[config.mk]
export PLATFORM = sky130hd
export DESIGN_NAME = fsps_modcheck
export DESIGN_NICKNAME = d
export VERILOG_FILES = /design/src/rtl/core/fsps_pkg.sv /design/src/rtl/core/fsps_modcheck.sv
export SDC_FILE = /design/constraint.sdc
export NUM_CORES = 1
export LEC_CHECK = 0
export ABC_AREA = 1
export ABC_CLOCK_PERIOD_IN_PS = 4500
export BUFFER_PORTS_ARGS = -buffer_cell sky130_fd_sc_hd__clkbuf_2
export CAP_MARGIN = 20
export CORE_ASPECT_RATIO = 1.5
export CORE_MARGIN = 1
export CORE_UTILIZATION = 55
export DETAILED_ROUTE_END_ITERATION = 12
export PLACE_DENSITY = 0.76
export SLEW_MARGIN = 20
export SYNTH_ARGS = -nofsm -noshare
export SYNTH_HDL_FRONTEND = slang
export SYNTH_SLANG_ARGS = --single-unit
[constraint.sdc]
create_clock -name clk -period 4.5 [get_ports clk]
set_input_delay 0.45 -clock clk [delete_from_list [all_inputs] [get_ports clk]]
set_output_delay 0.45 -clock clk [all_outputs]
set_load 0.01 [all_outputs]
[src/rtl/core/fsps_pkg.sv]
package fsps_pkg;

  localparam int PHASE_BITS_DEFAULT = 16;
  localparam int PIXEL_BITS_DEFAULT = 8;

  localparam int THRESHOLD_WIDTH = 9;
  typedef logic [THRESHOLD_WIDTH-1:0] threshold_t;
  localparam threshold_t THRESHOLD_RESET = 9'd3;

  // Vectors are scaled up before the rotations so that the shifted terms keep their bits.
  localparam int PRESCALE_BITS = 40;
  localparam int CORDIC_STEPS = 30;

  // Angles are held in units of 2^-32 turn and wrap modulo one turn.
  localparam int ANGLE_BITS = 32;
  typedef logic [ANGLE_BITS-1:0] angle_t;
  localparam angle_t ANGLE_HALF_TURN = 32'h8000_0000;

  localparam angle_t ATAN_TURNS [CORDIC_STEPS] = '{
    32'd536870912, 32'd316933406, 32'd167458907, 32'd85004756, 32'd42667331,
    32'd21354465,  32'd10679838,  32'd5340245,   32'd2670163,  32'd1335087,
    32'd667544,    32'd333772,    32'd166886,    32'd83443,    32'd41722,
    32'd20861,     32'd10430,     32'd5215,      32'd2608,     32'd1304,
    32'd652,       32'd326,       32'd163,       32'd81,       32'd41,
    32'd20,        32'd10,        32'd5,         32'd3,        32'd1
  };

endpackage

[src/rtl/core/fsps_modcheck.sv]
module fsps_modcheck #(
  parameter int PIXEL_BITS = fsps_pkg::PIXEL_BITS_DEFAULT
) (
  input  logic                       clk,
  input  fsps_pkg::threshold_t       threshold,
  input  logic signed [PIXEL_BITS:0] num,
  input  logic signed [PIXEL_BITS:0] den,
  output logic                       ok
);

  localparam int THR_SQ_BITS = 2 * fsps_pkg::THRESHOLD_WIDTH;
  localparam int CMP_BITS = (2 * PIXEL_BITS + 1 > THR_SQ_BITS) ? 2 * PIXEL_BITS + 1 : THR_SQ_BITS;
  // The delay line brings the compare result to the rounding stage together with the rotated angle.
  localparam int DELAY = fsps_pkg::CORDIC_STEPS - 1;

  logic signed [2*PIXEL_BITS+1:0] num_prod;
  logic signed [2*PIXEL_BITS+1:0] den_prod;
  logic [2*PIXEL_BITS-1:0]        num_sq;
  logic [2*PIXEL_BITS-1:0]        den_sq;
  logic [THR_SQ_BITS-1:0]         thr_sq;
  logic [CMP_BITS-1:0]            mag_sq;
  logic                           ok_early;
  logic                           ok_line [DELAY];

  assign num_prod = num * num;
  assign den_prod = den * den;

  always_ff @(posedge clk) begin
    num_sq <= num_prod[2*PIXEL_BITS-1:0];
    den_sq <= den_prod[2*PIXEL_BITS-1:0];
    thr_sq <= THR_SQ_BITS'(threshold) * THR_SQ_BITS'(threshold);
  end

  assign mag_sq = CMP_BITS'(num_sq) + CMP_BITS'(den_sq);

  always_ff @(posedge clk) begin
    ok_early <= mag_sq > CMP_BITS'(thr_sq);
    ok_line[0] <= ok_early;
    for (int k = 1; k < DELAY; k++) begin
      ok_line[k] <= ok_line[k-1];
    end
  end

  assign ok = ok_line[DELAY-1];

endmodule

---- Word level (Yosys, flattened, before mapping) ----
Memories as Yosys holds them, arrays and structs flattened.
Index checks and enable logic that the tools add are counted.
cells by class
  add/sub/neg operators ................... 1
  multiply operators ...................... 3
  magnitude comparators ................... 1
operators with widths
  operator        number
  $mul 9x9->16    2
  $gt 17x18->1    1
  $mul 9x9->18    1
  $add 16x16->17  1
storage, ports and cells
  flip-flop bits (word level) ............. 51
  RAM bits ................................ 29
  bits of input ports ..................... 28
  output and inout bits ................... 1
  word-level logic and storage cells ...... 10
  memories ................................ 1
memories
  memory   words  bits a word  read ports  clocked after Yosys merged registers in  write ports  line                 source
  ok_line  29     1            29          0                                        29           fsps_modcheck.sv:23  logic ok_line [DELAY];

---- Depth between registers and ports, before layout ----
  depth in word-level cells ............... 2
  depth in mapped cells ................... 23
  depth with buffers taken out ............ 22

---- Least setup slack after synthesis ----
Ideal clock, no wire load.
  kind .................................... input to register
  from .................................... input port num[0]
  to ...................................... register num_sq[13]
  library setup time ...................... 0.120 ns
  arrival time ............................ 4.361 ns
  data required time ...................... 4.380 ns
  slack ................................... 0.020 ns
  stages .................................. 15
  buffers on the path ..................... 1
  path through ............................ clkbuf_1 > nor2_1 > fa_1 > inv_1 > fa_1 > inv_1 > fa_1 > fa_1 > fa_1 > ha_1 > a21oi_1 > o21ai_2 > nand3_1 > nand2_1 > xor2_1
between the ends
  word-level cells in the longest chain between the ends .. 1
RTL lines
  item                  line                 source
  start, declared       fsps_modcheck.sv:6   input logic signed [PIXEL_BITS:0] num,
  $mul 9x9->16          fsps_modcheck.sv:25  assign num_prod = num * num;
  net num_prod[13]      fsps_modcheck.sv:16  logic signed [2*PIXEL_BITS+1:0] num_prod;
  end signal, assigned  fsps_modcheck.sv:29  num_sq <= num_prod[2*PIXEL_BITS-1:0];
  end, declared         fsps_modcheck.sv:18  logic [2*PIXEL_BITS-1:0] num_sq;
The timed path passes the listed nets, and every way through them passes these cells.

---- Worst setup path after layout ----
  from .................................... input port num[8]
  to ...................................... register num_sq[11]
Same word-level chain as after synthesis.

==> out/qor.yml <==
yosys-top-cells-area: "fa_1, ha_1, dfxtp_1, inv_1, nand2_1"
grt_pass1_vias: 8088
diodes: 0
die_y_microns: 167
switching_power_w: 0.00370
htreeDepth: 3
vias: 7542
period_share_pct: 93.5
max_slew_margin_pct: 76.9
coreArea_sq_um: 17900
drt_iter0_markers: 204
hold_class: "reg2reg"
postRouteAntennaNets: 0
vdd_ir_drop_max_mv: 0.304
leakage_nw: 6.54
cts_tree: "built"
design_area_sq_um: 10900
syn-num-nets: 1547
synth_edf_count: 0
power.density_nw_per_um2: 692
grt_pass1_wl_mm: 33.7
syn_area_sq_um: 9990
use_met1_pct: 22.0
worst_pin_slew_ns: 0.343
p_sw_share_pct: 49.1
setup_slack_ns: 0.291
synth_ff_type: "dfxtp_1"
grt_max_degree: 17
ys_seq_elements: 77
grt_overflow: 0
critPathRequiredTime_ns: 4.76
gp_congestion: 0.898
post-place-ws_ns: -0.0525
viasPerCell: 4.96
async_flop_share_pct: 0
hpwl_mm: 16.8
fillers: 1547
cts.sink_count: 77
synth_top_area_share_pct: 26.9
grtUsageTotal_pct: 22.1
yosys.area.top_type: "fa_1"
met2_usage_pct: 45.6
io_pins: 29
firstDrtPassIters: 9
postSynthAreaPerCell_sq_um: 8.01
synth-seq-area-share_pct: 15.4
met3_usage_pct: 2.66
rows: 60
fin_cells: 1521
rsz0062_at_grt: "false"
clock_skew_ns: 0.00328
io_buffers: 28
dieArea_sq_um: 18700
cts_buffers: 9
clockBufferDepth: 2
dpl_cell_area_sq_um: 10600
finalPower_w: 0.00753
wl_per_cell_microns: 12.4
synth_cell_types: 36
insertion_delay_ns: 0.33
status: "finished, violations left"
slew_viol_final: 0
end_kind: "flip-flop"
clock.fmax_ghz: 0.238
arrival_ns: 4.47
critical_path_class: "in2reg"
finalCriticalPeriod_ns: 4.21
path_clk_slew_ns: 0.06
p_int_w: 0.00383
die_w_microns: 112
drt-total-wl_mm: 18.9
cts_root_buf: "clkbuf_16"
drv_cap: 0
clkPwrFrac_pct: 9.1
drive_gt1_share_pct: 8.67
dpl.cell_count: 1505
path_max_fanout: 5
seqPwrFrac_pct: 15.1
drc: 2
synth_cells: 1247
busiest_layer: "met2"
yosys_warnings: 0
violations: "design-rule violations"
cts_resized: 0
start_util_pct: 55.9
syn2layout_area_growth_pct: 8.97
antenna_found_initial: 0
hold_buffers: 0
p_comb_share_pct: 75.8
nets: 1599
final_hold_viol_count: 0
start_kind: "primary input"
setup_viol: 0
post_cts_buffers: 0
==> cell families (layout without fill, tap and decap cells) <==
kind of cell               count (synthesis)  in the layout  share of synthesized area (%)
and+or+nand+nor                          394            394                           16.4
adders and majority gates                272            272                           44.1
xor gates and xnor gates                  60             60                           5.26
DFF                                       77             77                           15.4
buffers and inverters                    351            408                           13.3
AOI/OAI and AO/OA                         93             93                           5.42
==> cells in the final DEF, fill, tap and decap left out, drive strengths merged <==
| cell | Yosys | layout |
|---|---|---|
| nand3 | 42 | 42 |
| clkbuf | 23 | 37 |
| clkinvlp | 0 | 1 |
| dfxtp | 77 | 77 |
| nor3 | 3 | 3 |
| inv | 322 | 328 |
| fa | 134 | 134 |
| o21a | 2 | 2 |
| a21o | 7 | 7 |
| nand3b | 4 | 4 |
| o211ai | 1 | 1 |
| and2 | 1 | 1 |
| a21boi | 1 | 1 |
| xnor2 | 23 | 23 |
| ha | 138 | 138 |
| and3 | 1 | 1 |
| or2 | 4 | 4 |
| nor2 | 60 | 60 |
| xor2 | 37 | 37 |
| a31oi | 3 | 3 |
| o21bai | 10 | 10 |
| nand2 | 268 | 268 |
| nor4 | 3 | 3 |
| nand4 | 8 | 8 |
| buf | 6 | 42 |
| a21oi | 44 | 44 |
| o21ai | 25 | 25 |
==> flip-flops by register name, indices dropped and copies added (netlist names) <==
name,count
ok_line,29
thr_sq,17
den_sq,15
num_sq,15
ok_early,1
==> cells in the mapped netlist, drive strengths merged (2+ instances only) <==
cell type	number
xnor2	23
buf	6
nor2	60
nand2	268
o21ai	25
clkbuf	23
nor3	3
inv	322
nand3	42
xor2	37
nand4	8
fa	134
a21oi	44
o21a	2
a21o	7
a31oi	3
nor4	3
o21bai	10
ha	138
dfxtp	77
or2	4
nand3b	4
==> through the flow <==
| step | hold slack (ns) | util (%) | setup TNS [ns] |
|---|---|---|---|
| detailed placement | 0.313 | 59.3 | -0.132 |
| floorplan | 0.310 | - | 0 |
| global placement | 0.312 | 59.3 | 0 |
| CTS | 0.323 | 60.9 | 0 |
| finish | 0.325 | 60.9 | 0 |
| global route | 0.329 | 60.9 | 0 |
==> power by group through the flow <==
stage | registers, W | clock network (W) | logic, W
finish | 0.00114 | 0.000682 | 0.00571
global route | 0.00116 | 0.000722 | 0.00662
CTS | 0.00114 | 0.000693 | 0.00578
detailed placement | 0.00115 | 0 | 0.00572
global placement | 0.00115 | 0 | 0.00558
floorplan | 0.00111 | 0 | 0.00432
==> critical path, cell delays in order <==
cell and delay (ns):
clkbuf_2 0.12, inv_2 0.09, nor2_1 0.06, fa_1 0.53, inv_1 0.05, fa_1 0.54, inv_1 0.06, fa_1 0.50
fa_1 0.58, fa_1 0.42, ha_1 0.35, a21oi_1 0.27, o21ai_2 0.12, a21oi_1 0.18, xor2_1 0.15
==> path summary, 6_finish.rpt <==
| kind | start | endpoint | slack, ns | cells past startpoint |
|---|---|---|---|---|
| worst max-delay path | num[8] | num_sq[11]$_DFF_P_ | 0.29 | 15 |
| worst min-delay path | ok_line[11][0]$_DFF_P_ | ok_line[11][1]$_DFF_P_ | 0.33 | 0 |
| worst max register to register | num_sq[4]$_DFF_P_ | ok_early$_DFF_P_ | 1.93 | 12 |
| worst min register to register | ok_line[11][0]$_DFF_P_ | ok_line[11][1]$_DFF_P_ | 0.33 | 0 |
==> routing by layer <==
metal	wire length (microns)	part of all wire (%)	vias up
met1	7100	38	3565
met3	402	2.1	43
met5	0	0	-
met4	549	2.9	0
li1	-	-	3828
met2	10900	57	106
==> area by class of cell <==
class | count | area (sq um) | share of cell area, %
Clock buffer | 9 | 225 | 2.07
Clock inverter | 7 | 62.6 | 0.575
Inverter | 322 | 1210 | 11.1
Multi-Input combinational cell | 819 | 7120 | 65.4
Sequential cell | 77 | 1540 | 14.2
Tap cell | 217 | 272 | 2.49
Timing Repair Buffer | 70 | 455 | 4.18
No activity file was read; power rests on OpenSTA's default activity.
