`config.mk`:
```
export PLATFORM = sky130hd
export DESIGN_NAME = fsps_cordic_stage
export DESIGN_NICKNAME = d
export VERILOG_FILES = /design/src/rtl/core/fsps_pkg.sv /design/src/rtl/core/fsps_cordic_stage.sv
export SDC_FILE = /design/constraint.sdc
export NUM_CORES = 1
export LEC_CHECK = 0
export ABC_AREA = 0
export BUFFER_PORTS_ARGS = -buffer_cell sky130_fd_sc_hd__buf_4
export CAP_MARGIN = 0
export CORE_MARGIN = 3
export CORE_UTILIZATION = 50
export CTS_BUF_LIST = sky130_fd_sc_hd__clkbuf_4
export DETAILED_ROUTE_END_ITERATION = 6
export HOLD_SLACK_MARGIN = 0.06
export PLACE_DENSITY = 0.8
export SLEW_MARGIN = 20
export SYNTH_ARGS = -nofsm -noshare
export SYNTH_HDL_FRONTEND = slang
export SYNTH_SLANG_ARGS = --single-unit
```
`constraint.sdc`:
```
create_clock -name clk -period 9.05 [get_ports clk]
set_input_delay 1.81 -clock clk [delete_from_list [all_inputs] [get_ports clk]]
set_output_delay 1.81 -clock clk [all_outputs]
set_load 0.01 [all_outputs]
```
`src/rtl/core/fsps_pkg.sv`:
```
package fsps_pkg;

  localparam int PHASE_BITS_DEFAULT = 16;
  localparam int PIXEL_BITS_DEFAULT = 8;

  localparam int THRESHOLD_WIDTH = 9;
  typedef logic [THRESHOLD_WIDTH-1:0] threshold_t;
  localparam threshold_t THRESHOLD_RESET = 9'd3;

  // Vectors are scaled up before the rotations so that the shifted terms keep their bits.
  localparam int PRESCALE_BITS = 40;
  localparam int CORDIC_STEPS = 30;

  // Angles are held in units of 2^-32 turn and wrap modulo one turn.
  localparam int ANGLE_BITS = 32;
  typedef logic [ANGLE_BITS-1:0] angle_t;
  localparam angle_t ANGLE_HALF_TURN = 32'h8000_0000;

  localparam angle_t ATAN_TURNS [CORDIC_STEPS] = '{
    32'd536870912, 32'd316933406, 32'd167458907, 32'd85004756, 32'd42667331,
    32'd21354465,  32'd10679838,  32'd5340245,   32'd2670163,  32'd1335087,
    32'd667544,    32'd333772,    32'd166886,    32'd83443,    32'd41722,
    32'd20861,     32'd10430,     32'd5215,      32'd2608,     32'd1304,
    32'd652,       32'd326,       32'd163,       32'd81,       32'd41,
    32'd20,        32'd10,        32'd5,         32'd3,        32'd1
  };

endpackage

```
`src/rtl/core/fsps_cordic_stage.sv`:
```
module fsps_cordic_stage #(
  parameter int XY_BITS = fsps_pkg::PIXEL_BITS_DEFAULT + fsps_pkg::PRESCALE_BITS + 4,
  parameter int STEP = 0
) (
  input  logic                      clk,
  input  logic                      rst,
  input  logic                      in_valid,
  input  logic signed [XY_BITS-1:0] in_x,
  input  logic signed [XY_BITS-1:0] in_y,
  input  fsps_pkg::angle_t          in_z,
  output logic                      out_valid,
  output logic signed [XY_BITS-1:0] out_x,
  output logic signed [XY_BITS-1:0] out_y,
  output fsps_pkg::angle_t          out_z
);

  logic signed [XY_BITS-1:0] x_shift;
  logic signed [XY_BITS-1:0] y_shift;

  assign x_shift = in_x >>> STEP;
  assign y_shift = in_y >>> STEP;

  always_ff @(posedge clk) begin
    if (rst) begin
      out_valid <= 1'b0;
    end else begin
      out_valid <= in_valid;
    end
  end

  always_ff @(posedge clk) begin
    if (!in_y[XY_BITS-1]) begin
      out_x <= in_x + y_shift;
      out_y <= in_y - x_shift;
      out_z <= in_z + fsps_pkg::ATAN_TURNS[STEP];
    end else begin
      out_x <= in_x - y_shift;
      out_y <= in_y + x_shift;
      out_z <= in_z - fsps_pkg::ATAN_TURNS[STEP];
    end
  end

endmodule

```
* Word-level counts from Yosys, hierarchy flattened
Index checks and enable logic that the tools add are counted.
** Cells by class
- Add/subtract/negate cells :: 5
- Mux-type cells :: 3
** Operator list (count)
- $mux W52 :: 2
- $sub A52 B52 Y52 :: 2
- $add A52 B52 Y52 :: 1
- $add A32 B30 Y32 const B :: 1
- $mux W32 :: 1
- $sub A32 B30 Y32 const B :: 1
** Word-level totals
- Register bits :: 137
- Input port bits :: 139
- Output and inout bits :: 137
- Logic and storage cells :: 12

* Logic depth before layout (Yosys ltp)
- Word-level depth :: 2
- Depth in mapped cells :: 13

* Worst setup path before layout
No wires, ideal clock.
- Kind :: input -> register
- Start :: in in_x[0]
- End :: reg out_y[50]
- Arrival :: 4.140 ns
- Path slack :: 4.837 ns
- Stages on the path :: 12
- Cell sequence :: ha_1 > inv_1 > fa_1 > o21ba_4 > nor4_4 > o311a_2 > nand4_1 > and3b_1 > o21ba_1 > or3_1 > a41oi_2 > xnor2_1
** Between the ends
- Word-level cells in the longest chain between the ends :: 2
- Elaborated cells between the ends (all ways) :: 3
- Classes of those cells :: 2 x add/sub; 1 x mux
** RTL lines
- start: declaration :: RTL line fsps_cordic_stage.sv:8 : input logic signed [XY_BITS-1:0] in_x,
- $sub A52 B52 Y52 or $add A52 B52 Y52 (tied branches) :: RTL line fsps_cordic_stage.sv:34, fsps_cordic_stage.sv:38
- $mux W52 * :: RTL line fsps_cordic_stage.sv:32 : if (!in_y[XY_BITS-1]) begin
- end signal: assignment :: RTL line fsps_cordic_stage.sv:34 : out_y <= in_y - x_shift;
- end signal: assignment :: RTL line fsps_cordic_stage.sv:38 : out_y <= in_y + x_shift;
- end: declaration :: RTL line fsps_cordic_stage.sv:13 : output logic signed [XY_BITS-1:0] out_y,
Mark *: on every way between the ends. The rest lies on a longest branch, timed or not.
A chain may end at the register's enable or synchronous reset.

* Worst setup path in the final report
- Start :: in in_x[8]
- End :: reg out_x[48]
** Between the ends
- Word-level cells in the longest chain between the ends :: 2
- Elaborated cells between the ends (all ways) :: 3
- Classes of those cells :: 2 x add/sub; 1 x mux
** RTL lines
- $add A52 B52 Y52 or $sub A52 B52 Y52 (tied branches) :: RTL line fsps_cordic_stage.sv:33, fsps_cordic_stage.sv:37
- $mux W52 * :: RTL line fsps_cordic_stage.sv:32
- end signal: assignment :: RTL line fsps_cordic_stage.sv:33 : out_x <= in_x + y_shift;
- end signal: assignment :: RTL line fsps_cordic_stage.sv:37 : out_x <= in_x - y_shift;
- end: declaration :: RTL line fsps_cordic_stage.sv:12 : output logic signed [XY_BITS-1:0] out_x,
Marks and branches as above.

==> results.yml <==
sta:
  min_period_ps: 5170
  drv_slew: 0
  rsz0062_at_grt: "false"
  maxSlewHeadroom_pct: 35.4
  worst_slew_pin_slew_ps: 963
  finalSetupTns_ps: 0
  hold_viol: 0
  fmax_mhz: 194
  setup_viol: 0
  hold_ws_ps: 1290
  worst_slack_ps: 3880
  timing.final.crit_share_pct: 57.1
power:
  p_sw_share_pct: 44.3
  switchingPower_uw: 1050
  vdd_ir_drop_max_v: 0.000121
  p_int_uw: 1320
  powerDensity_nw_per_um2: 153
  pwr-share-comb_pct: 48.4
  pwr-share-clk_pct: 19.4
  power.share.sequential_pct: 32.1
  leakagePower_uw: 0.00706
yosys:
  syn_avg_cell_area_sq_um: 7.62
  synth_top_cell_area_share_pct: 20.7
  seq_area_frac_synth_pct: 20.7
  synth-main-ff-cell: "dfxtp_1"
  synth_seq_cells: 136
  synth.area.top_cells: "dfxtp_1, ha_1, a21oi_1, xnor2_1, inv_1"
  synth_enable_flop_cells: 0
  ys_types: 103
  async_reset_ff_share_pct: 0
  yosysWarnings: 0
  syn-num-nets: 2020
  synth_top_area_cell: "dfxtp_1"
  syn-cell-area_sq_um: 13100
  synth_cells: 1724
layout:
  areaGrowthSynthToFinish_pct: 18.4
  nets: 2238
  layout-drive-gt1-share_pct: 18.7
  fillCellCount: 2299
  fin_cells: 2286
clock_tree:
  cts_made_buffers: 17
  post_cts_resized: 0
  post_cts_buffers: 0
  cts_tree: "yes"
  htreeDepth: 4
  cts.sinks: 136
  clockBufferDepth: 2
  clockRootBuffer: "clkbuf_4"
  ctsHoldBuffers: 0
  clk_pin_slew_worst_paths_ps: 160
route:
  drcViolationCount: 0
  vias: 14700
  ant_nets: 0
  drt_iter0_drc: 2270
  drt_wl_total_um: 55100
  routedWlPerCell_um: 24.1
  first_pass_iters: 7
  vias_per_cell: 6.43
job:
  cap_viol_max_count: 0
setup_path:
  arrival_ps: 5730
  start_kind: "input port"
  path_max_fanout: 12
  crit_family: "compound AO/OA/AOI/OAI gates"
  cp_num_buf_inv: 3
  crit_required_ps: 9610
  critical_path.max_stage_delay_ps: 790
  cp_slowest_cell: "a211oi_1"
  worstPathCellList: "buf_4 -> inv_1 -> ha_1 -> clkinv_1 -> o31ai_1 -> nor4_1 -> a211oi_1 -> a21oi_1 -> o21ai_0 -> mux2_2 -> nand3_1"
  crit_type: "in2reg"
  cp-end-kind: "flip-flop"
grt:
  antenna_found_initial: 1
  grt_pass1_vias: 13600
  grt_max_degree: 76
  gr-usage-all-layers_pct: 36.9
  overflow: 0
  grt_pass1_wl_um: 81300
placed_design:
  gp_congestion: 1.05
  dp_hpwl_um: 44300
  placed_cells: 2253
  post-place-ws_ps: 3490
  io_buffers: 275
floorplan:
  die_w_um: 168
  die_area_sq_um: 28200
  start_util_pct: 51.6
  rows: 58
  pin_count: 276
  core-area_sq_um: 25500
  die_h_um: 168
outcome:
  status: "finished clean"
hold_path:
  hold_path.class: "in2reg"
-- cell type report --
| cell class | count | area [sq um] | area share, % |
|---|---|---|---|
| well taps | 330 | 413 | 2.66 |
| flip-flops and latches | 136 | 2720 | 17.5 |
| inverters | 170 | 638 | 4.10 |
| diodes | 1 | 2.50 | 0.0161 |
| repair buffers | 279 | 2090 | 13.5 |
| multi-input cells | 1338 | 9390 | 60.4 |
| clock buffers | 17 | 128 | 0.821 |
| clock inverters | 15 | 160 | 1.03 |
-- metal layers --
layer | wire (um) | vias up | track usage [%]
met2 | 22800 | 1133 | 55.1
met5 | 0 | - | 0
met3 | 6580 | 185 | 8.29
li1 | - | 6594 | -
met4 | 2510 | 0 | 14.2
met1 | 23200 | 6781 | 51.8
-- cell usage in the layout, fill, tap and decap left out, types with 7 or more instances in the layout --
| cell type | synthesis | routed |
|---|---|---|
| buf_4 | 9 | 279 |
| a21oi_1 | 229 | 229 |
| inv_1 | 165 | 164 |
| ha_1 | 153 | 153 |
| nor2_1 | 138 | 138 |
| dfxtp_1 | 136 | 136 |
| o21ai_0 | 101 | 101 |
| nand2_1 | 95 | 95 |
| xnor2_1 | 91 | 91 |
| o21bai_1 | 44 | 44 |
| a21o_1 | 35 | 35 |
| nand4_1 | 33 | 33 |
| nor3_1 | 29 | 28 |
| a211oi_1 | 26 | 26 |
| nand3_1 | 26 | 26 |
| o31ai_1 | 25 | 25 |
| o21a_1 | 20 | 20 |
| nor2b_1 | 19 | 19 |
| mux2i_1 | 19 | 19 |
| nor4_1 | 17 | 17 |
| clkbuf_4 | 0 | 17 |
| a31oi_1 | 15 | 15 |
| o211ai_1 | 14 | 14 |
| nand2b_1 | 12 | 12 |
| or2_2 | 9 | 9 |
| o21ai_1 | 9 | 9 |
| xor2_1 | 9 | 9 |
| and3_1 | 8 | 8 |
| clkinv_1 | 5 | 7 |
| o22ai_1 | 7 | 7 |
| or3_1 | 7 | 7 |
-- registers in the layout, summed over array words and instances (netlist names) --
name       cells
out_y         52
out_x         51
out_z         32
out_valid      1
-- power by group through the flow --
stage | Clock (uW) | Sequential, uW | Combinational (uW)
finish | 461 | 762 | 1150
global route | 484 | 771 | 1220
CTS | 465 | 762 | 1120
detailed placement | 0 | 774 | 1110
global placement | 0 | 771 | 1110
floorplan | 0 | 829 | 578
-- final timing paths --
path | start | end | slack (ps) | cells past startpoint
worst min-delay path | in_z[3] | out_z[3] | 1290 | 1
worst max-delay path | in_x[8] | out_x[48] | 3880 | 11
-- metrics by stage --
stage / cell area, sq um / util [%] / power (uW)
6_report: 15500 / 61.0 / 2370
5_1_grt: 15500 / 61.0 / 2470
4_1_cts: 15500 / 61.0 / 2340
3_5_place_dp: 15300 / 59.9 / 1890
3_3_place_gp: 15300 / 59.9 / 1880
2_1_floorplan: 13100 / - / 1410
-- cells in the mapped netlist (25+ instances only) --
library cell and count:
a211oi_1 26, a21o_1 35, a21oi_1 229, clkbuf_1 36, dfxtp_1 136, ha_1 153
inv_1 165, nand2_1 95, nand3_1 26, nand4_1 33, nor2_1 138, nor3_1 29
o21ai_0 101, o21bai_1 44, o31ai_1 25, xnor2_1 91
-- logic make-up after synthesis --
logic type / after synthesis / share of synthesized area [%]
compound gates: 627 / 31.3
flops: 136 / 20.7
simple gates: 432 / 16.6
fa+ha+maj: 157 / 15.2
xor+xnor: 100 / 6.67
buf+inv: 250 / 7.81
mux: 22 / 1.71
(Power assumes the default switching activity.)
