<file path="src/rtl/core/fsps_pkg.sv">
package fsps_pkg;

  localparam int PHASE_BITS_DEFAULT = 16;
  localparam int PIXEL_BITS_DEFAULT = 8;

  localparam int THRESHOLD_WIDTH = 9;
  typedef logic [THRESHOLD_WIDTH-1:0] threshold_t;
  localparam threshold_t THRESHOLD_RESET = 9'd3;

  // Vectors are scaled up before the rotations so that the shifted terms keep their bits.
  localparam int PRESCALE_BITS = 40;
  localparam int CORDIC_STEPS = 30;

  // Angles are held in units of 2^-32 turn and wrap modulo one turn.
  localparam int ANGLE_BITS = 32;
  typedef logic [ANGLE_BITS-1:0] angle_t;
  localparam angle_t ANGLE_HALF_TURN = 32'h8000_0000;

  localparam angle_t ATAN_TURNS [CORDIC_STEPS] = '{
    32'd536870912, 32'd316933406, 32'd167458907, 32'd85004756, 32'd42667331,
    32'd21354465,  32'd10679838,  32'd5340245,   32'd2670163,  32'd1335087,
    32'd667544,    32'd333772,    32'd166886,    32'd83443,    32'd41722,
    32'd20861,     32'd10430,     32'd5215,      32'd2608,     32'd1304,
    32'd652,       32'd326,       32'd163,       32'd81,       32'd41,
    32'd20,        32'd10,        32'd5,         32'd3,        32'd1
  };

endpackage

</file>
<file path="src/rtl/core/fsps_round.sv">
module fsps_round #(
  parameter int PHASE_BITS = fsps_pkg::PHASE_BITS_DEFAULT
) (
  input  logic                  clk,
  input  logic                  rst,
  input  logic                  in_valid,
  input  fsps_pkg::angle_t      angle,
  input  logic                  ok,
  output logic                  done,
  output logic [PHASE_BITS-1:0] wrapped_phase,
  output logic                  modulation_ok
);

  localparam fsps_pkg::angle_t ROUND_BIAS =
    fsps_pkg::angle_t'(1) << (fsps_pkg::ANGLE_BITS - 1 - PHASE_BITS);

  fsps_pkg::angle_t biased;

  assign biased = angle + ROUND_BIAS;

  always_ff @(posedge clk) begin
    if (rst) begin
      done <= 1'b0;
    end else begin
      done <= in_valid;
    end
  end

  always_ff @(posedge clk) begin
    modulation_ok <= ok;
    if (ok) begin
      wrapped_phase <= biased[fsps_pkg::ANGLE_BITS-1 -: PHASE_BITS];
    end else begin
      wrapped_phase <= '0;
    end
  end

endmodule

</file>
<file path="config.mk">
export PLATFORM = sky130hd
export DESIGN_NAME = fsps_round
export DESIGN_NICKNAME = d
export VERILOG_FILES = /design/src/rtl/core/fsps_pkg.sv /design/src/rtl/core/fsps_round.sv
export SDC_FILE = /design/constraint.sdc
export NUM_CORES = 1
export LEC_CHECK = 0
export BUFFER_PORTS_ARGS = -buffer_cell sky130_fd_sc_hd__buf_2
export CAP_MARGIN = 5
export CORE_UTILIZATION = 30
export CTS_CLUSTER_DIAMETER = 200
export DETAILED_ROUTE_END_ITERATION = 7
export GPL_TIMING_DRIVEN = 0
export SYNTH_ARGS = -nofsm -noshare
export SYNTH_HDL_FRONTEND = slang
export SYNTH_SLANG_ARGS = --single-unit
</file>
<file path="constraint.sdc">
create_clock -name clk -period 1.4 [get_ports clk]
set_input_delay 0.28 -clock clk [delete_from_list [all_inputs] [get_ports clk]]
set_output_delay 0.28 -clock clk [all_outputs]
set_load 0.01 [all_outputs]
</file>
Word-level counts from Yosys, hierarchy flattened
Index checks and enable logic that the tools add are counted.

Add/sub/neg operators: 1.

Operators with widths (number): $add 32x16->32 const B (1).

Word-level logic and storage cells: 4. Flip-flop bits (word level): 18.

Logic depth before layout (Yosys ltp)
Gate-level depths: netlist (run 1).

Depth after elaboration: 1. Mapped depth: 5. Mapped depth without buffers: 5.

Worst setup path after synthesis (run 1)
No wires, ideal clock.

Kind: in2reg. Start: in angle[15]. End: reg wrapped_phase[13]. Stages on the path: 5. Path buffers: 0. Setup slack: 0.115 ns. Library setup time: 0.115 ns. Data arrival time: 1.171 ns. Cell sequence: ha_1 nand4_2 nor4_2 xor2_1 and2_1.

Longest elaborated chain between the ends: 1.

Ends and longest elaborated chain: start: declaration (RTL line fsps_round.sv:7) `input fsps_pkg::angle_t angle,`; $add 32x16->32 (RTL line fsps_round.sv:19) `assign biased = angle + ROUND_BIAS;`; end signal: assignment (RTL line fsps_round.sv:32) `wrapped_phase <= biased[fsps_pkg::ANGLE_BITS-1 -: PHASE_BITS];`; end: declaration (RTL line fsps_round.sv:10) `output logic [PHASE_BITS-1:0] wrapped_phase,`.

No other way between the ends. A chain may end at the register's enable or synchronous reset.

Worst setup path in the final report (run 1)
Start: in angle[16]. End: reg wrapped_phase[13].

The elaborated chain is that of the path after synthesis.

==> results.yml, run 1 <==
worst_setup_path:
  crit_fanout: 5
  crit_chain: "buf_2 -> ha_1 -> nand4_2 -> nor4_2 -> xor2_1 -> and2_1"
  path_delay_family: "simple AND/OR/NAND/NOR gates"
  crit_path_end_kind: "register"
  crit_required_ns: 1.59
  crit_path_start_kind: "input pin"
  timing.critical_path.buf_inv: 1
  arrival_ns: 1.37
  crit_type: "input pin to register"
  critPathMaxStageDelay_ns: 0.32
  cpMaxStageDelayCell: "nor4_2"
timing:
  max_slew_margin_pct: 79.6
  setup_ws_ns: 0.225
  hold_violations: 0
  setup_violations: 0
  period_needed_ns: 1.18
  tightest_slew_ns: 0.305
  fmax_mhz: 851
  rsz0062_at_grt: "no"
  slew_viol_final: 0
  post-route-period-util_pct: 84.0
floorplanning:
  rows: 18
  start_util_pct: 32.1
  die_area_um2: 2880
  coreArea_um2: 2500
  die_y_um: 53.7
  design.portCount: 54
  fp.dieW_um: 53.7
logic_synthesis:
  ys_types: 20
  synthesis.nets: 120
  synth-main-ff-cell: "dfxtp_1"
  netlist.area_leader.share_pct: 44.9
  async_flop_share_pct: 0
  netlist_instances: 83
  seq_area_frac_synth_pct: 44.9
  syn_area_um2: 802
  yosys-top-cells-count: "dfxtp_1, and2_1, xor2_1"
  synth-edff-count: 0
  synth.top_cells.by_area: "dfxtp_1, and2_1, xor2_1"
  syn_area_per_cell_um2: 9.66
  synth_seq_cells: 18
  yosysWarnings: 0
  synth_area_leader_cell: "dfxtp_1"
  synth_most_common_cell: "dfxtp_1"
detailed_routing:
  drt_iter0_markers: 4
  firstDrtPassIters: 2
  wl_per_cell_um: 10.2
  drt-total-wl_um: 1570
  via_per_inst: 4.38
  vias: 674
  ant_nets: 0
  route.detailed.drc: 0
clock_network:
  cts_resized: 0
  cts_sinks: 18
  cts_buffer_depth: 2
  cts-root-buf: "clkbuf_4"
  tritoncts: "yes"
  cts_max_level: 1
  cts_hold_buf: 0
  cts_buffers: 3
  post-cts-setup-buffer-count: 0
  clkTransAtPathRegs_ns: 0.10
global_route:
  grt_pass1_vias: 633
  grt_max_degree: 11
  track_usage_pct: 12.8
  overflow: 0
  grt_pass1_wl_um: 2570
  antenna_found_initial: 0
worst_hold_path:
  worstHoldPathCells: 2
  min_from: "rst"
  hold_class: "input pin to register"
  hold_path_end: "done"
final_layout:
  nNetsFinal: 163
  fillCellCount: 258
  antennaDiodeCount: 0
  seq_area_um2: 360
  syn_to_final_growth_pct: 31.2
  multi_input_comb_area_um2: 427
  layout-drive-gt1-share_pct: 37.9
place:
  place_congestion: 0.783
  hpwl_um: 1290
  portBuffers: 38
  pre_cts_slack_ns: -0.102
job:
  maxCapViolations: 0
power_and_ir_drop:
  p_int_uw: 716
  power.total_uw: 956
  clock_power_share_pct: 25.9
  p_per_area_nw_per_um2: 908
  combPwrFrac_pct: 16.8
  switching_share_pct: 25.1
  p_sw_uw: 240
  pwr-share-seq_pct: 57.3
  peakVddDrop_uv: 461
  cellLeakagePower_nw: 0.506
run_status:
  outcome: "completed"
stage by stage:
step	setup TNS [ns]	instances	area (µm²)	hold slack, ns	util, %
2_1_floorplan	0	83	802	0.308	-
3_3_place_gp	-0.141	151	1030	0.434	41.2
3_5_place_dp	-0.172	151	1030	0.439	41.2
4_1_cts	0	154	1050	0.130	42.1
5_1_grt	0	154	1050	0.132	42.1
6_report	0	154	1050	0.136	42.1
area by class of cell:
type	count	area share (%)
Timing Repair Buffer	38	18.1
Multi-Input combinational cell	61	40.5
Tap cell	30	3.57
Clock buffer	3	2.14
Inverter	3	1.07
Buffer	1	0.357
Sequential cell	18	34.2
cells in the final DEF (no fill, tap or decap), types with 3 or more instances in the layout:
master and instances:
buf_2 38, nor3_1 5, and2_1 14, nand2_1 5, inv_1 3, dfxtp_1 18
nor2_1 3, xor2_1 9, nor4_2 3, xnor2_1 4, nand3_1 7, clkbuf_4 3
nand4_2 3
worst max-delay path by stage:
stage | startpoint | to | slack (ns) | cells after the start
4_1_cts | angle[15] | wrapped_phase[13] | 0.22 | 6
5_1_grt | angle[16] | wrapped_phase[13] | 0.1 | 6
2_1_floorplan | angle[15] | wrapped_phase[13] | 0.11 | 5
6_report | angle[16] | wrapped_phase[13] | 0.22 | 6
3_3_place_gp | angle[15] | wrapped_phase[13] | -0.09 | 6
3_5_place_dp | angle[16] | wrapped_phase[13] | -0.10 | 6
registers in the layout, indices dropped and copies added (netlist names):
signal,count
wrapped_phase,16
done,1
modulation_ok,1
power groups by stage:
stage / clock, mW / combinational [mW] / sequential, mW
6_report: 0.247 / 0.161 / 0.548
5_1_grt: 0.288 / 0.181 / 0.551
4_1_cts: 0.260 / 0.163 / 0.549
3_5_place_dp: 0 / 0.162 / 0.560
3_3_place_gp: 0 / 0.159 / 0.559
2_1_floorplan: 0 / 0.0566 / 0.578
cells by family (layout without fill, tap and decap cells):
kind of cell | count (synthesis) | in the layout | synth area share [%]
and+or+nand+nor | 44 | 44 | 34.6
DFF | 18 | 18 | 44.9
xor gates and xnor gates | 13 | 13 | 14.2
buffers and inverters | 4 | 45 | 1.87
AOI/OAI and AO/OA | 2 | 2 | 1.56
adders and majority gates | 1 | 1 | 1.56
muxes | 1 | 1 | 1.25
routing by layer:
layer	GRT usage [%]	routed length, µm
met1	14.0	661
met2	22.2	770
met3	2.82	87
met4	7.89	46
met5	0	0
Note: power is estimated with default switching activity, not from simulation.
==> inputs of run 2 (changes only) <==
- clock period: 1.4 -> 0.94 ns (I/O delays scaled with it)
==> run 2 against run 1 <==
Net effect: via count is 5.3% higher; combinational power is 76% higher; sequential share of layout area is 3.2 points lower; largest power group unchanged.
==> results.yml, run 2 (synthesis results as in run 1) <==
run_status:
  outcome: "completed"
clock_network:
  cts_sinks: 18
  cts-root-buf: "clkbuf_4"
  cts_hold_buf: 0
  cts_buffer_depth: 2
  clkTransAtPathRegs_ns: 0.09
  cts_buffers: 3
  cts_max_level: 1
  tritoncts: "yes"
worst_hold_path:
  worstHoldPathCells: 2
  min_from: "rst"
  hold_class: "input pin to register"
  hold_path_end: "done"
detailed_routing:
  ant_nets: 0
  via_per_inst: 4.58
  wl_per_cell_um: 10.7
  vias: 710
  drt_iter0_markers: 7
  firstDrtPassIters: 3
  drt-total-wl_um: 1650
  route.detailed.drc: 0
final_layout:
  design_area_um2: 1180
  fillCellCount: 253
  nNetsFinal: 164
  layout-drive-gt1-share_pct: 48.0
  antennaDiodeCount: 0
  syn_to_final_growth_pct: 47.3
  final_common_cell: "buf_2"
  final_cell_mix: "buf_2, and2_1, dfxtp_1"
  regMostFlops: "wrapped_phase"
  largest_reg_flops: 16
  final_util_pct: 47.2
  top_regs: "wrapped_phase (16), done (1), modulation_ok (1)"
  layoutNonFillerInstCount: 155
global_route:
  overflow: 0
  use_met3_pct: 2.82
  busiest_layer: "met2"
  track_usage_pct: 11.1
  grt_max_degree: 11
  grt_pass1_vias: 547
  grt_use_met2_pct: 18.3
  grt_use_met1_pct: 12.8
  grt_pass1_wl_um: 2250
  antenna_found_initial: 0
place:
  dp_cells: 151
  post_dp_cell_area_um2: 1080
  pre_cts_slack_ns: -0.366
  portBuffers: 38
  place_congestion: 0.776
  hpwl_um: 1300
worst_setup_path:
  crit_fanout: 5
  crit_path_start_kind: "input pin"
  crit_required_ns: 1.13
  crit_path_end_kind: "register"
  arrival_ns: 1.12
  crit_type: "input pin to register"
floorplanning:
  start_util_pct: 32.1
  coreArea_um2: 2500
  die_y_um: 53.7
  die_area_um2: 2880
  rows: 18
  fp.dieW_um: 53.7
  design.portCount: 54
power_and_ir_drop:
  pwr-share-seq_pct: 56.0
  cellLeakagePower_nw: 0.535
  peakVddDrop_uv: 539
  p_per_area_nw_per_um2: 1240
  p_int_mw: 1.09
  combPwrFrac_pct: 19.3
  p_sw_uw: 374
  switching_share_pct: 25.6
  power.total_mw: 1.46
  clock_power_share_pct: 24.6
timing:
  tightest_slew_ns: 0.310
  max_slew_margin_pct: 79.3
  fmax_mhz: 1070
  rsz0062_at_grt: "yes"
  period_needed_ns: 0.931
  post-route-period-util_pct: 99.0
  slew_viol_final: 0
  setup_total_negative_slack_ns: 0
  setup_violations: 0
  hold_violations: 0
  setup_ws_ns: 0.00907
  fin_hold_ws_ns: 0.0446
job:
  maxCapViolations: 0
run 2: worst max path at each step:
stage	startpoint	end	slack (ns)	cells past startpoint
2_1_floorplan	angle[15]	wrapped_phase[12]	-0.06	4
3_3_place_gp	angle[15]	wrapped_phase[12]	-0.33	5
3_5_place_dp	angle[15]	wrapped_phase[12]	-0.37	5
4_1_cts	angle[16]	wrapped_phase[10]	0.01	5
5_1_grt	wrapped_phase[0]	wrapped_phase[0]	-0.03	1
6_report	angle[24]	wrapped_phase[12]	0.009	5
run 2: what timing repair did:
action | in CTS | in global routing
hold endpoints to repair | 0 | 0
pin swaps | 2 | 1
endpoints found under the setup margin | 1 | 17
gates cloned | 0 | 0
resized for setup | 0 | 15
setup buffers | 0 | 1
run 2: power by group through the flow:
stage	sequential, mW	clock, mW	combinational [mW]
3_3_place_gp	0.833	0	0.259
6_report	0.820	0.361	0.283
5_1_grt	0.826	0.424	0.308
4_1_cts	0.816	0.377	0.262
3_5_place_dp	0.834	0	0.262
2_1_floorplan	0.861	0	0.0925
run 2: critical path, stage by stage:
cell	delay, ns
buf_2	0.14
nand4_4	0.18
nor4_2	0.34
xor2_1	0.10
and2_1	0.16
run 2: routing by layer:
metal  share of wire [%]  wire [µm]
met1                  45        737
met2                  49        806
met3                 5.4         89
met4                 1.1         19
met5                   0          0
run 2: cell type report:
cell class / instances / area [µm²] / share of cell area [%]
multi-input combinational: 61 / 510 / 43.2
tap: 30 / 37.5 / 3.18
buffer: 1 / 3.75 / 0.318
timing repair buffer: 39 / 229 / 19.4
clock buffer: 3 / 22.5 / 1.91
inverter: 3 / 11.3 / 0.953
sequential: 18 / 367 / 31.0
