### config.mk
export PLATFORM = sky130hd
export DESIGN_NAME = fsps_prep
export DESIGN_NICKNAME = d
export VERILOG_FILES = /design/src/rtl/core/fsps_pkg.sv /design/src/rtl/core/fsps_prep.sv
export SDC_FILE = /design/constraint.sdc
export NUM_CORES = 1
export LEC_CHECK = 0
export BUFFER_PORTS_ARGS = -buffer_cell sky130_fd_sc_hd__clkbuf_2
export CAP_MARGIN = 20
export CORE_UTILIZATION = 30
export DETAILED_ROUTE_END_ITERATION = 6
export GPL_TIMING_DRIVEN = 0
export PLACE_DENSITY = 0.72
export SLEW_MARGIN = 30
export SYNTH_ARGS = -nofsm -noshare
export SYNTH_HDL_FRONTEND = slang
export SYNTH_SLANG_ARGS = --single-unit
### constraint.sdc
create_clock -name clk -period 2.2 [get_ports clk]
set_input_delay 0.44 -clock clk [delete_from_list [all_inputs] [get_ports clk]]
set_output_delay 0.44 -clock clk [all_outputs]
set_load 0.05 [all_outputs]
### src/rtl/core/fsps_pkg.sv
package fsps_pkg;

  localparam int PHASE_BITS_DEFAULT = 16;
  localparam int PIXEL_BITS_DEFAULT = 8;

  localparam int THRESHOLD_WIDTH = 9;
  typedef logic [THRESHOLD_WIDTH-1:0] threshold_t;
  localparam threshold_t THRESHOLD_RESET = 9'd3;

  // Vectors are scaled up before the rotations so that the shifted terms keep their bits.
  localparam int PRESCALE_BITS = 40;
  localparam int CORDIC_STEPS = 30;

  // Angles are held in units of 2^-32 turn and wrap modulo one turn.
  localparam int ANGLE_BITS = 32;
  typedef logic [ANGLE_BITS-1:0] angle_t;
  localparam angle_t ANGLE_HALF_TURN = 32'h8000_0000;

  localparam angle_t ATAN_TURNS [CORDIC_STEPS] = '{
    32'd536870912, 32'd316933406, 32'd167458907, 32'd85004756, 32'd42667331,
    32'd21354465,  32'd10679838,  32'd5340245,   32'd2670163,  32'd1335087,
    32'd667544,    32'd333772,    32'd166886,    32'd83443,    32'd41722,
    32'd20861,     32'd10430,     32'd5215,      32'd2608,     32'd1304,
    32'd652,       32'd326,       32'd163,       32'd81,       32'd41,
    32'd20,        32'd10,        32'd5,         32'd3,        32'd1
  };

endpackage

### src/rtl/core/fsps_prep.sv
module fsps_prep #(
  parameter int PIXEL_BITS = fsps_pkg::PIXEL_BITS_DEFAULT,
  parameter int XY_BITS = fsps_pkg::PIXEL_BITS_DEFAULT + fsps_pkg::PRESCALE_BITS + 4
) (
  input  logic                          clk,
  input  logic                          rst,
  input  logic                          in_valid,
  input  logic [PIXEL_BITS-1:0]         intensity_a,
  input  logic [PIXEL_BITS-1:0]         intensity_b,
  input  logic [PIXEL_BITS-1:0]         intensity_c,
  input  logic [PIXEL_BITS-1:0]         intensity_d,
  output logic signed [PIXEL_BITS:0]    num,
  output logic signed [PIXEL_BITS:0]    den,
  output logic                          xy_valid,
  output logic signed [XY_BITS-1:0]     x,
  output logic signed [XY_BITS-1:0]     y,
  output fsps_pkg::angle_t              z
);

  logic                       diff_valid;
  logic signed [XY_BITS-1:0]  num_ext;
  logic signed [XY_BITS-1:0]  den_ext;

  always_ff @(posedge clk) begin
    if (rst) begin
      diff_valid <= 1'b0;
      xy_valid <= 1'b0;
    end else begin
      diff_valid <= in_valid;
      xy_valid <= diff_valid;
    end
  end

  always_ff @(posedge clk) begin
    num <= $signed({1'b0, intensity_d}) - $signed({1'b0, intensity_b});
    den <= $signed({1'b0, intensity_c}) - $signed({1'b0, intensity_a});
  end

  assign num_ext = {{(XY_BITS-PIXEL_BITS-1){num[PIXEL_BITS]}}, num} <<< fsps_pkg::PRESCALE_BITS;
  assign den_ext = {{(XY_BITS-PIXEL_BITS-1){den[PIXEL_BITS]}}, den} <<< fsps_pkg::PRESCALE_BITS;

  // A vector in the left half plane is turned by half a turn first.
  always_ff @(posedge clk) begin
    if (den[PIXEL_BITS]) begin
      x <= -den_ext;
      y <= -num_ext;
      z <= fsps_pkg::ANGLE_HALF_TURN;
    end else begin
      x <= den_ext;
      y <= num_ext;
      z <= '0;
    end
  end

endmodule

# After elaboration in Yosys (flattened, before gate mapping)
# Index checks and enable logic that the tools add are counted.
# totals
output_inout_bits,155
rom_bits,0
ram_bits,0
latch_bits,0
elab_cells,16
inputBits,35
n_memories,0
register_bits,156
# op_classes
addsub,4
multipliers,0
order_cmp,0
muxes,3
bitwise,0
eq_ne,0
shifts,0
div_mod_pow,0
reduce_logical,0
# op_table
op,count
$neg 49->52,2
$mux 52,1
$mux 48,1
$mux 32,1
$sub 8x8->9,2

# Longest topological paths before layout
# Gate-level depths: netlist of run 1.
# logic_depth
word_depth,2
depth_mapped,8
depth_no_buf,8

# Worst setup path before layout of run 1
# OpenSTA, ideal clock, no wires.
# synth_path
kind,input -> register
start,input intensity_c[0]
end,register den[8]
setup_ns,0.117
required_time_ns,2.083
n_path_buf,0
path_slack_ns,0.344
arrival_ns,1.739
path_stages,8
cell_sequence,inv_1 > ha_1 > fa_1 > nor2b_1 > o21ai_1 > a21boi_0 > o21ai_0 > o2bb2ai_1
# synth_via
elab_chain_len,1
# synth_rtl
item,line_no,rtl
"start, declared",fsps_prep.sv:10,"input logic [PIXEL_BITS-1:0] intensity_c,"
$sub 8x8->9,fsps_prep.sv:36,"den <= $signed({1'b0, intensity_c}) - $signed({1'b0, intensity_a});"
"end signal, assigned",fsps_prep.sv:36,
"end, declared",fsps_prep.sv:13,"output logic signed [PIXEL_BITS:0] den,"
# Every way passes these cells.
# A chain may end at the register's enable or synchronous reset.

# Final worst setup path of run 1
# layout_path
start,input intensity_d[0]
end,register num[8]
# layout_via
elab_chain_len,1
# layout_rtl
item,line_no,rtl
"start, declared",fsps_prep.sv:11,"input logic [PIXEL_BITS-1:0] intensity_d,"
$sub 8x8->9,fsps_prep.sv:35,"num <= $signed({1'b0, intensity_d}) - $signed({1'b0, intensity_b});"
"end signal, assigned",fsps_prep.sv:35,
"end, declared",fsps_prep.sv:12,"output logic signed [PIXEL_BITS:0] num,"
# Every way passes these cells.

==> results of run 1 <==
[how the worst min path moves through the flow]
stage	from	to	slack (ns)	cells past startpoint
after floorplan	diff_valid	xy_valid	0.41	1
after global placement	den[8]	z[31]	0.38	0
after detailed placement	den[8]	z[31]	0.38	0
after CTS	rst	xy_valid	0.30	2
after global routing	rst	xy_valid	0.31	2
final	rst	xy_valid	0.31	2
[cells in the mapped netlist]
library cell | instances | area (sq um)
a21boi_0 | 4 | 30.0
a21oi_1 | 4 | 20.0
buf_2 | 1 | 5.00
buf_4 | 111 | 833
clkbuf_1 | 1 | 3.75
conb_1 | 1 | 3.75
dfxtp_1 | 45 | 901
fa_1 | 2 | 40.0
ha_1 | 18 | 225
inv_1 | 28 | 105
nand2_1 | 16 | 60.1
nand2_2 | 1 | 6.26
nand2b_1 | 3 | 18.8
nor2_1 | 12 | 45.0
nor2_4 | 1 | 11.3
nor2b_1 | 7 | 43.8
nor3_1 | 4 | 20.0
nor4b_1 | 1 | 8.76
o211ai_1 | 2 | 15.0
o21a_1 | 6 | 45.0
o21ai_0 | 6 | 30.0
o21ai_1 | 2 | 10.0
o22ai_1 | 2 | 12.5
o2bb2ai_1 | 2 | 17.5
o31a_1 | 2 | 17.5
o31ai_1 | 4 | 30.0
o31ai_4 | 1 | 21.3
or3_1 | 3 | 18.8
or3_4 | 1 | 11.3
xnor2_1 | 21 | 184
[per-stage QoR]
| step | hold WS [ns] | instance area (sq um) | setup slack (ns) | util |
|---|---|---|---|---|
| after detailed placement | 0.383 | 3740 | 0.0232 | 0.423 |
| after CTS | 0.303 | 3840 | 0.312 | 0.435 |
| after floorplan | 0.414 | 3220 | 0.344 | - |
| after global placement | 0.384 | 3740 | 0.0863 | 0.423 |
| final | 0.312 | 3840 | 0.303 | 0.435 |
| after global routing | 0.307 | 3840 | 0.134 | 0.435 |
[per-layer routing]
metal,vias to the layer above,wire length [um]
met5,-,0
met4,0,64
met3,6,455
met2,113,2470
met1,879,1740
li1,1159,-
[cell families (layout without fill, tap and decap cells)]
family          after synthesis  count (layout)
buf+inv                     141             227
simple gates                 49              49
flops                        45              45
compound gates               35              35
xor+xnor                     21              21
fa+ha+maj                    20              20
other cells                   1             114
[flip-flops by register name, indices dropped and copies added, names as in the netlist]
register	flops
y	12
x	12
xy_valid	1
den	9
num	9
z	1
diff_valid	1
[cell type report]
| class | count | share of cell area |
|---|---|---|
| plain buffers | 113 | 0.219 |
| clock buffers | 7 | 0.0251 |
| clock inverters | 1 | 0.00130 |
| inverters | 28 | 0.0273 |
| multi-input cells | 239 | 0.356 |
| flip-flops and latches | 45 | 0.234 |
| well taps | 108 | 0.0351 |
| repair buffers | 78 | 0.102 |
[placed cells by master (no fill, tap or decap), types with 4 or more instances in the layout]
master / instances
xnor2_1: 21
o21a_1: 6
dfxtp_1: 45
clkbuf_2: 78
nor3_1: 4
o31ai_1: 4
a21oi_1: 4
conb_1: 114
nor2_1: 12
inv_1: 28
a21boi_0: 4
nor2b_1: 7
nand2_1: 16
clkbuf_8: 7
o21ai_0: 6
buf_4: 111
ha_1: 18
[power by group through the flow]
stage / Combinational (W) / Clock, W / Sequential (W)
2_1_floorplan: 0.000857 / 0 / 0.00176
6_report: 0.00177 / 0.000524 / 0.00111
4_1_cts: 0.00177 / 0.000546 / 0.00111
3_5_place_dp: 0.00176 / 0 / 0.00113
3_3_place_gp: 0.00175 / 0 / 0.00112
5_1_grt: 0.00186 / 0.000571 / 0.00113
==> run summary, run 1 <==
met1 Usage GRT: 0.0942
gr usage total: 0.0951
synthesized area: 0.00279 sq mm
Sw Pwr: 0.00167 W
CP bufs+invs: 2
# port buffers: 78
drt pass-1 iters: 7
CTS sink cnt: 45
hold_buf cts: 0
CP cell instances: clkbuf_2 > inv_1 > ha_1 > fa_1 > nor2b_1 > o21ai_1 > a21boi_0 > o21ai_0 > o2bb2ai_1
area of the multi-input gates: 0.00137 sq mm
Hold Crit Class: in2reg
status: finished, violations left
final period utilization: 0.862
Final Max Tran Viols: 0
logic gate share of total power: 0.520
Vias: 2157
Peak Freq: 0.527 GHz
Routed Antenna Nets: 0
share of the yosys chip area belonging to registers: 0.322
unrepaired setup endpoints after global routing: no
#FFs+latches synth: 45
total grt overflow: 0
grt met2 use: 0.191
Ant. Diodes: 0
Final Hold Viols: 0
post-synthesis xor/xnor area fraction: 0.0658
crit path kind: in2reg
core area: 0.00885 sq mm
clock tree buffer depth: 2
Crit-path slowest cell: fa_1
DP Cell Count: 611
pin count of the biggest net entering global routing: 14
WL/cell: 7.64 um
Reg2Reg Depth: 4
switch share: 0.490
Clock Skews: 0.00246 ns
first-pass GRT wire length: 7.61 mm
initial DRC count: 23
CP startpoint kind: primary input
Post-Synth Adder-Cell Area: 0.0949
Peak supply drop: 504 uV
critical path endpoint category: flop
gpl congestion: 0.803
Setup crit start: intensity_d[0]
Layout area overhead: 37.6%
Largest stage delay, worst path: 0.43 ns
Clk Tree Root Cell: clkbuf_8
Overall Power: 0.00340 W
vias in the first global route: 1884
synthesized area per cell: 8.95 sq um
nets: 565
GR peak layer: met2
non-filler cells in the finished layout: 619
count of different cell masters after synthesis: 30
H-tree depth: 2
Gates resized, CTS repair: 0
Chip Height: 98.5 um
cell family with most CP delay: compound AO/OA/AOI/OAI gates
fin crit period: 1.90 ns
Power Dens Cells: 884 mW/mm^2
Ports: 190
CP arrival: 2.08 ns
Clk pin slew, worst setup/hold paths: 0.07 ns
failing checks: DRC
Synth Area in Simple Gates: 0.0873
critical-path maximum fanout: 3
Post-Syn Instances: 312
MaxCap Viol Count: 0
clk_lat worst skew: 0.29 ns
internal power: 0.00173 W
Worst path depth: 9
GR Util met3: 0.0156
# fillers: 854
final wirelength: 4.73 mm
die area: 0.00970 sq mm
Flop pwr share: 0.326
initial antenna violation count: 0
Synth Area in Compound Gates: 0.0891
setup slack, reg-to-reg: 0.83 ns
CTS Buf Count: 5
Reg2Reg Capture Point: y[47]
layout cell share with drive strength beyond 1: 0.395
Post-CTS Setup Repair Bufs: 0
Synth warnings: 0
RR Startpoint: den[8]
Setup crit end: num[8]
starting density of the core: 0.316
sequential cell area: 901 sq um
Vias per Instance: 3.48
mux share of post-synthesis cell area: 0
CP Data Required Time: 2.38 ns
die width: 98.5 um
Leak: 2.26 nW
TNS Setup: 0 ns
DR DRC count: 10
final setup fails: 0
Clk pwr share: 0.154
largest family of logic cells by synthesized area: buffers and inverters
dpl hpwl: 4.30 mm
CTS tree: done
row count: 34
No activity file was read; power rests on OpenSTA's default activity.
==> run 2, diff against run 1 <==
Settings changed: ABC_AREA set to 1, PLACE_DENSITY 0.72 to 0.71.
==> run 2 against run 1 <==
Sequential power fell by 4%. Cell area increased by 5.7%. First-iteration DRC count grew 30%. Global-route usage is 0.44 points lower. Sequential cell count stayed put. Register-to-register slack gained 0.19 ns. The run now ends clean.
==> run summary, run 2 <==
status: finished, final reports clean
CP arrival: 1.10 ns
Peak Freq: 0.651 GHz
fin crit period: 1.54 ns
setup slack, reg-to-reg: 1.02 ns
CP cell instances: clkbuf_2
clk_lat worst skew: 0.29 ns
most common cell in the netlist: buf_4
CTS Buf Count: 5
row count: 36
commonest non-fill, non-tap cells in the layout: conb_1, buf_4, clkbuf_2, nand2_1, inv_1
top-area cell type share of the netlist area: 0.300
commonest non-fill, non-tap cell in the layout: conb_1
TNS Setup: 0 ns
final wirelength: 4.88 mm
Post-CTS Setup Repair Bufs: 0
unrepaired setup endpoints after global routing: no
Leak: 2.63 nW
Power Dens Cells: 804 mW/mm^2
crit path kind: reg2out
Post-synth EDFFs: 0
Gates resized, CTS repair: 0
Largest regs: x: 12 flops, y: 12 flops
final period utilization: 0.699
leading area contributor after synthesis: dfxtp_1
CP bufs+invs: 1
final setup fails: 0
DR DRC count: 0
total grt overflow: 0
Commonest cells post-synth: buf_4, nand2_1, inv_1
critical-path maximum fanout: 7
die area: 0.0104 sq mm
drt pass-1 iters: 4
Hold Worst Slack: 0.310 ns
pin count of the biggest net entering global routing: 14
starting density of the core: 0.308
Final Hold Viols: 0
Clk Tree Root Cell: clkbuf_8
Synth warnings: 0
Layout area overhead: 35.5%
Ant. Diodes: 0
critical path endpoint category: primary output
gr usage total: 0.0906
hold_buf cts: 0
Chip Height: 102 um
core area: 0.00973 sq mm
H-tree depth: 2
Hold Crit Class: in2reg
Vias: 2497
Routed Antenna Nets: 0
WL/cell: 6.63 um
Final Max Tran Viols: 0
synthesized area per cell: 7.42 sq um
layout cell share with drive strength beyond 1: 0.330
Largest stage delay, worst path: 0.47 ns
Clk pin slew, worst setup/hold paths: 0.07 ns
MaxCap Viol Count: 0
post-route cell area: 0.00406 sq mm
cell family with most CP delay: flip-flops
synthesized area: 0.00300 sq mm
die width: 102 um
clock tree buffer depth: 2
dpl hpwl: 4.42 mm
CP startpoint kind: flop
# port buffers: 78
initial antenna violation count: 0
Peak supply drop: 423 uV
Ports: 190
Post-Syn Instances: 404
placed cell areas: 0.00398 sq mm
share of the yosys chip area belonging to registers: 0.300
CTS sink cnt: 45
CP Data Required Time: 1.76 ns
initial DRC count: 30
first-pass GRT wire length: 7.57 mm
count of different cell masters after synthesis: 19
#FFs+latches synth: 45
CTS tree: done
gpl congestion: 0.791
Vias per Instance: 3.39
Crit-path slowest cell: dfxtp_1
vias in the first global route: 1951
nets: 657
ys async rst share: 0
Clock Skews: 0.00419 ns
dominant cells by area after synthesis: dfxtp_1, buf_4, nand2_1, inv_1, ha_1
top_reg_cell synth: dfxtp_1
-- run 2: cell type report --
class,instances,area [sq um]
clock buffers,6,72.6
clock inverters,2,10.0
repair buffers,78,390
multi-input cells,292,1430
well taps,133,166
inverters,67,251
fillers,1035,5670
flip-flops and latches,45,901
plain buffers,113,846
-- run 2: logic make-up after synthesis --
kind of cell / after synthesis / share of synthesized area
compound gates: 18 / 0.0300
flops: 45 / 0.300
other cells: 1 / 0.00125
xor+xnor: 12 / 0.0350
simple gates: 128 / 0.179
buf+inv: 180 / 0.366
fa+ha+maj: 20 / 0.0884
-- run 2: path summary, 6_finish.rpt --
kind / start / endpoint / cells after the start
setup / recovery: den[8] / den[8] / 1
hold reg to reg: den[0] / x[40] / 0
hold / removal: rst / xy_valid / 2
setup reg to reg: num[0] / y[46] / 8
-- run 2: routing by layer --
metal / routed length [um] / vias up / GRT usage
li1: - / 1393 / -
met1: 2000 / 987 / 0.0991
met2: 2350 / 112 / 0.166
met3: 439 / 5 / 0.0150
met4: 87 / 0 / 0.0495
met5: 0 / - / 0
-- run 2: power by group --
part	internal, W	switching, W
logic	0.000420	0.00132
registers	0.000983	0.0000895
clock network	0.000220	0.000241
total	0.00162	0.00165
-- run 2: through the flow --
stage	setup WS, ns	std cells	total power [W]	util
floorplan	0.753	517	0.00256	-
global placement	0.592	728	0.00282	0.409
detailed placement	0.575	728	0.00283	0.409
CTS	0.643	736	0.00329	0.418
global route	0.617	736	0.00349	0.418
finish	0.663	736	0.00327	0.418
